===== src/rtl/mae_pkg.sv =====
// Package for the mouse acceleration event filter.
// Holds event codes, register indexes and shared types; no dependencies.
package mae_pkg;

   localparam int TypeW = 5;
   localparam int CodeW = 10;
   localparam int ValW  = 32;

   localparam logic [TypeW-1:0] EV_SYN  = 5'd0;
   localparam logic [TypeW-1:0] EV_KEY  = 5'd1;
   localparam logic [TypeW-1:0] EV_REL  = 5'd2;
   localparam logic [TypeW-1:0] EV_MSC  = 5'd4;
   localparam logic [CodeW-1:0] CODE_X  = 10'd0;
   localparam logic [CodeW-1:0] CODE_Y  = 10'd1;
   localparam logic [CodeW-1:0] CODE_SCAN  = 10'd4;
   localparam logic [CodeW-1:0] CODE_SIDE  = 10'd275;
   localparam logic [CodeW-1:0] CODE_EXTRA = 10'd276;

   localparam logic [2:0] REG_MODE   = 3'd0;
   localparam logic [2:0] REG_OFFSET = 3'd1;
   localparam logic [2:0] REG_GAIN   = 3'd2;
   localparam logic [2:0] REG_SENS   = 3'd3;
   localparam logic [2:0] REG_EXTRA  = 3'd4;
   localparam logic [2:0] REG_SIDE   = 3'd5;

   // Multiplier opcode handed to the serial unit.
   typedef struct packed {
      logic        start;
      logic [63:0] a;
      logic [63:0] b;
   } mul_req_type;

   typedef enum logic [3:0] {
      ST_IDLE, ST_SQ_X, ST_SQ_Y, ST_ROOT, ST_CURVE_X, ST_FAC_X, ST_SENS_X,
      ST_MOVE_X, ST_CURVE_Y, ST_FAC_Y, ST_SENS_Y, ST_MOVE_Y, ST_EMIT
   } state_type;

endpackage


===== src/rtl/mae_root.sv =====
// Bit-serial integer square root, one result bit per cycle.
// Depends on mae_pkg.
module mae_root
   import mae_pkg::*;
(
   input  logic        clock,
   input  logic        reset,
   input  logic        start,
   input  logic [63:0] radicand,
   output logic        done,
   output logic [31:0] root
);
   logic [63:0] rem_ff, rem_in, root_ff, root_in, bit_ff, bit_in;
   logic [5:0]  cnt_ff, cnt_in;
   logic        busy_ff, busy_in;
   logic [63:0] trial;

   always_comb begin
      trial   = root_ff + bit_ff;
      rem_in  = rem_ff;
      root_in = root_ff;
      bit_in  = bit_ff;
      cnt_in  = cnt_ff;
      busy_in = busy_ff;
      if (start) begin
         rem_in  = radicand;
         root_in = '0;
         bit_in  = 64'h4000_0000_0000_0000;
         cnt_in  = '0;
         busy_in = 1'b1;
      end else if (busy_ff) begin
         if (rem_ff >= trial) begin
            rem_in  = rem_ff - trial;
            root_in = (root_ff >> 1) + bit_ff;
         end else begin
            root_in = root_ff >> 1;
         end
         bit_in = bit_ff >> 2;
         cnt_in = cnt_ff + 6'd1;
         if (cnt_ff == 6'd31) busy_in = 1'b0;
      end
   end

   always_ff @(posedge clock) begin
      if (reset) busy_ff <= 1'b0;
      else       busy_ff <= busy_in;
      rem_ff  <= rem_in;
      root_ff <= root_in;
      bit_ff  <= bit_in;
      cnt_ff  <= cnt_in;
   end

   assign done = !busy_ff && !start;
   assign root = root_ff[31:0];
endmodule


===== config.mk =====
export PLATFORM = sky130hd
export DESIGN_NAME = mae_root
export DESIGN_NICKNAME = d
export VERILOG_FILES = /design/src/rtl/mae_pkg.sv /design/src/rtl/mae_root.sv
export SDC_FILE = /design/constraint.sdc
export NUM_CORES = 1
export LEC_CHECK = 0
export ABC_CLOCK_PERIOD_IN_PS = 20700
export BUFFER_PORTS_ARGS = -buffer_cell sky130_fd_sc_hd__buf_2
export CORE_UTILIZATION = 55
export CTS_BUF_LIST = sky130_fd_sc_hd__clkbuf_4
export CTS_CLUSTER_DIAMETER = 60
export DETAILED_ROUTE_END_ITERATION = 7
export PLACE_DENSITY = 0.73
export SLEW_MARGIN = 15
export SYNTH_ARGS = -nofsm -noshare
export SYNTH_HDL_FRONTEND = slang
export SYNTH_SLANG_ARGS = --single-unit

===== constraint.sdc =====
create_clock -name clock -period 20.7 [get_ports clock]
set_input_delay 3.105 -clock clock [delete_from_list [all_inputs] [get_ports clock]]
set_output_delay 3.105 -clock clock [all_outputs]
set_load 0.005 [all_outputs]

==> metrics.txt <==
# TYPE chip_impl_metric gauge
chip_impl_metric{name="power.total",unit="mW"} 1.566
chip_impl_metric{name="timing_worst_slew_pin_value",unit="ns"} 0.9817
chip_impl_metric{name="fin_ws",unit="ns"} 13.76
chip_impl_metric{name="period_minus_slack",unit="ns"} 6.942
chip_impl_metric{name="synth-edff-count",unit=""} 64
chip_impl_metric{name="syn_nets",unit=""} 2254
chip_impl_metric{name="postLayoutCoreUtil",unit=""} 0.5815
chip_impl_metric{name="total_die_area",unit="µm²"} 29890
chip_impl_metric{name="antenna_violating_nets_post_route",unit=""} 0
chip_impl_metric{name="synth_top_cell_area_share",unit=""} 0.1284
chip_impl_metric{name="cts_htree_levels",unit=""} 4
chip_impl_metric{name="remaining_drcs",unit=""} 0
chip_impl_metric{name="syn_avg_cell_area",unit="µm²"} 7.816
chip_impl_metric{name="max_cap_viols",unit=""} 0
chip_impl_metric{name="critical_path_buf_inv_count",unit=""} 4
chip_impl_metric{name="max-slew-margin-rel",unit=""} 0.3456
chip_impl_info{name="timing_worst_setup_path_type",value="reg -> reg"} 1
chip_impl_metric{name="fin_nets",unit=""} 2227
chip_impl_metric{name="whs",unit="ns"} 0.5210
chip_impl_metric{name="overflow_left_after_global_routing",unit=""} 0
chip_impl_metric{name="design_area",unit="µm²"} 16690
chip_impl_info{name="rsz_0062_raised_after_global_routing",value="no"} 1
chip_impl_info{name="min-delay-path-class",value="reg -> reg"} 1
chip_impl_info{name="synth_common_cells",value="nand2_1 (208), nor2_1 (197), o21ai_0 (147), a21oi_1 (145), ha_1 (131)"} 1
chip_impl_metric{name="fin_cells",unit=""} 2427
chip_impl_metric{name="postRouteWirelength",unit="µm"} 47050
chip_impl_info{name="synth_ff_type",value="dfxtp_1"} 1
chip_impl_metric{name="gr-usage-all-layers",unit=""} 0.3087
chip_impl_metric{name="num-fill-cells",unit=""} 2708
chip_impl_info{name="start_kind",value="flop"} 1
chip_impl_metric{name="routed_wirelength_normalized_by_instance_count",unit="µm"} 19.39
chip_impl_metric{name="detailedRoute.firstIterationViolations",unit=""} 1334
chip_impl_metric{name="worst_clock_skew",unit="ns"} 0.02989
chip_impl_metric{name="footprint_of_the_multi_input_gates",unit="µm²"} 11170
chip_impl_metric{name="cts-buffers-inserted",unit=""} 17
chip_impl_info{name="cell_chain_critical_path",value="ha_1, ha_1, a211oi_1, o31ai_1, a21o_1, a21bo_2, a31oi_1, o21ai_1, a31oi_1, nor2_1, a211oi_1, ha_1, inv_1, nor3_1, o2111a_1, o21ai_4, buf_4, and2_1, buf_4, o21ai_4, buf_4"} 1
chip_impl_metric{name="combined_flip_flop_and_latch_cell_area",unit="µm²"} 3988
chip_impl_metric{name="async_flop_share",unit=""} 0
chip_impl_metric{name="dieWidth",unit="µm"} 172.9
chip_impl_metric{name="dp_slack",unit="ns"} 13.78
chip_impl_metric{name="crit_required",unit="ns"} 20.94
chip_impl_metric{name="via_per_inst",unit=""} 6.399
chip_impl_metric{name="gp_congestion",unit=""} 0.9606
chip_impl_metric{name="ys.warnings.count",unit=""} 0
chip_impl_metric{name="cts.hold.buffers_added",unit=""} 0
chip_impl_metric{name="synth_sequential_area_ratio",unit=""} 0.2480
chip_impl_info{name="critical_path.top_delay_family",value="compound AO/OA/AOI/OAI gates"} 1
chip_impl_metric{name="placed_cells",unit=""} 2393
chip_impl_info{name="crit_path_top_delay_cell",value="buf_4"} 1
chip_impl_metric{name="totalNegativeSetupSlack",unit="ns"} 0
chip_impl_metric{name="cts_sinks",unit=""} 167
chip_impl_info{name="crit_path_end_kind",value="flop"} 1
chip_impl_metric{name="ctsLongestPathBuffers",unit=""} 2
chip_impl_metric{name="drive_gt1_frac",unit=""} 0.1009
chip_impl_metric{name="antenna_found_initial",unit=""} 2
chip_impl_info{name="status",value="finished clean"} 1
chip_impl_metric{name="grt_first_pass_wirelength",unit="µm"} 75070
chip_impl_metric{name="fmax",unit="MHz"} 144.1
chip_impl_metric{name="clkLatencyLatePin",unit="ns"} 0.62
chip_impl_metric{name="grt_pass1_vias",unit=""} 14459
chip_impl_metric{name="design.portCount",unit=""} 100
chip_impl_info{name="synth.largest_area_cell",value="dfxtp_1"} 1
chip_impl_metric{name="dpl.hpwl",unit="µm"} 35350
chip_impl_metric{name="power.leakage",unit="nW"} 6.553
chip_impl_metric{name="postPlaceCellArea",unit="µm²"} 16410
chip_impl_metric{name="drtPass1Iterations",unit=""} 7
chip_impl_metric{name="synth.ff_latch_count",unit=""} 167
chip_impl_metric{name="floorplan.core_area",unit="µm²"} 28700
chip_impl_metric{name="post_synth_inst_count",unit=""} 2055
chip_impl_metric{name="io_port_bufs",unit=""} 99
chip_impl_metric{name="timing.critical_path.fanout_max",unit=""} 64
chip_impl_info{name="top_cells_by_area_in_the_synthesized_netlist",value="dfxtp_1 (13%), edfxtp_1 (12%), ha_1 (10%)"} 1
chip_impl_metric{name="post_cts.resized_instances",unit=""} 0
chip_impl_metric{name="detailroute.via_count",unit=""} 15530
chip_impl_metric{name="slew_violations",unit=""} 0
chip_impl_info{name="clockRootBuffer",value="clkbuf_4"} 1
chip_impl_metric{name="finalSetupViolCount",unit=""} 0
chip_impl_metric{name="initial_utilization",unit=""} 0.5596
chip_impl_metric{name="timing_hold_violations_final",unit=""} 0
chip_impl_metric{name="area_growth_syn_to_layout",unit="%"} 3.918
chip_impl_metric{name="post_synth_instance_area",unit="µm²"} 16060
chip_impl_metric{name="peak_supply_drop",unit="mV"} 0.05596
chip_impl_metric{name="die_span_y",unit="µm"} 172.9
chip_impl_metric{name="share_of_the_clock_period_used_by_the_worst_path_after_layout",unit=""} 0.3354
chip_impl_metric{name="floorplan.rows",unit=""} 62
chip_impl_info{name="cts_tree",value="yes"} 1
chip_impl_info{name="yosys.cell_count.top_type",value="nand2_1"} 1
chip_impl_metric{name="grt_start_max_net_pins",unit=""} 78
chip_impl_metric{name="cpPeakStageDelay",unit="ns"} 0.76
chip_impl_metric{name="postCtsSetupBuffers",unit=""} 0
chip_impl_metric{name="synth_cell_types",unit=""} 84
chip_impl_metric{name="crit_arrival",unit="ns"} 7.18
chip_impl_metric{name="cellPowerDensity",unit="nW/µm²"} 93.81
chip_impl_metric{name="clock_transition_time_at_the_flip_flop_clock_pins_of_the_worst_setup_and_hold_paths",unit="ns"} 0.17
-- area by class of cell --
cell class              count  share of cell area
clock inverters            14            0.008396
clock buffers              18            0.008096
diodes                      2           0.0002999
repair buffers            110             0.03501
multi-input cells        1683              0.6695
flip-flops and latches    167              0.2389
inverters                  49             0.01102
well taps                 384             0.02879
-- state kept, by name, indices dropped and copies added, names as in the netlist --
register and cells:
cnt_ff 6, root_ff 64, busy_ff 1, rem_ff 64, bit_ff 32
-- report_power, final --
part           switching, mW  internal (mW)
clock                  0.139         0.0648
sequential            0.0579          0.423
combinational          0.542          0.338
total                  0.740          0.826
-- cells by family (layout without fill, tap and decap cells) --
family / count (synthesis) / after routing / synth area share
simple gates: 682 / 682 / 0.1989
compound gates: 679 / 679 / 0.2844
buf+inv: 205 / 191 / 0.05741
flops: 167 / 167 / 0.2480
xor+xnor: 139 / 139 / 0.07580
fa+ha+maj: 132 / 132 / 0.1033
mux: 51 / 51 / 0.03217
other cells: 0 / 2 / 0
-- worst paths after layout --
check | cells past startpoint | slack (ns) | to | start
worst max-delay path | 21 | 13.76 | rem_ff[21] | root_ff[0]
worst min-delay path | 2 | 0.52 | cnt_ff[5] | cnt_ff[5]
worst max register to register | 21 | 13.76 | rem_ff[21] | root_ff[0]
worst min register to register | 2 | 0.52 | cnt_ff[5] | cnt_ff[5]
-- per-layer routing --
layer,part of all wire,global-route usage,routed length (µm)
met5,0,0,0
met2,0.46,0.5175,21870
met1,0.44,0.4037,20740
met3,0.062,0.04090,2906
met4,0.033,0.1165,1536
-- placed cells by master (no fill, tap or decap), types with 11 or more instances in the layout --
cell,n
nand2_1,208
nor2_1,197
o21ai_0,146
a21oi_1,145
ha_1,131
dfxtp_1,102
buf_2,98
xnor2_1,78
edfxtp_1,64
xor2_1,61
nand3_1,56
nand4_1,55
inv_1,48
mux2i_1,46
a31oi_1,45
a211oi_1,45
a21o_1,42
nor3_1,35
o21bai_1,32
a31o_2,29
and3_1,22
a311oi_1,22
or3_1,19
o211ai_1,19
o31ai_1,18
clkbuf_4,18
and2_1,16
nand2b_1,15
o21a_1,14
a21boi_0,13
and4_1,12
nor2b_1,12
buf_4,11
-- worst min-delay path, stage by stage (launching register included) --
cell and delay [ns]:
dfxtp_1 0.36, o21ai_0 0.08, a21oi_1 0.06
Power figures use the tool's default switching activity.
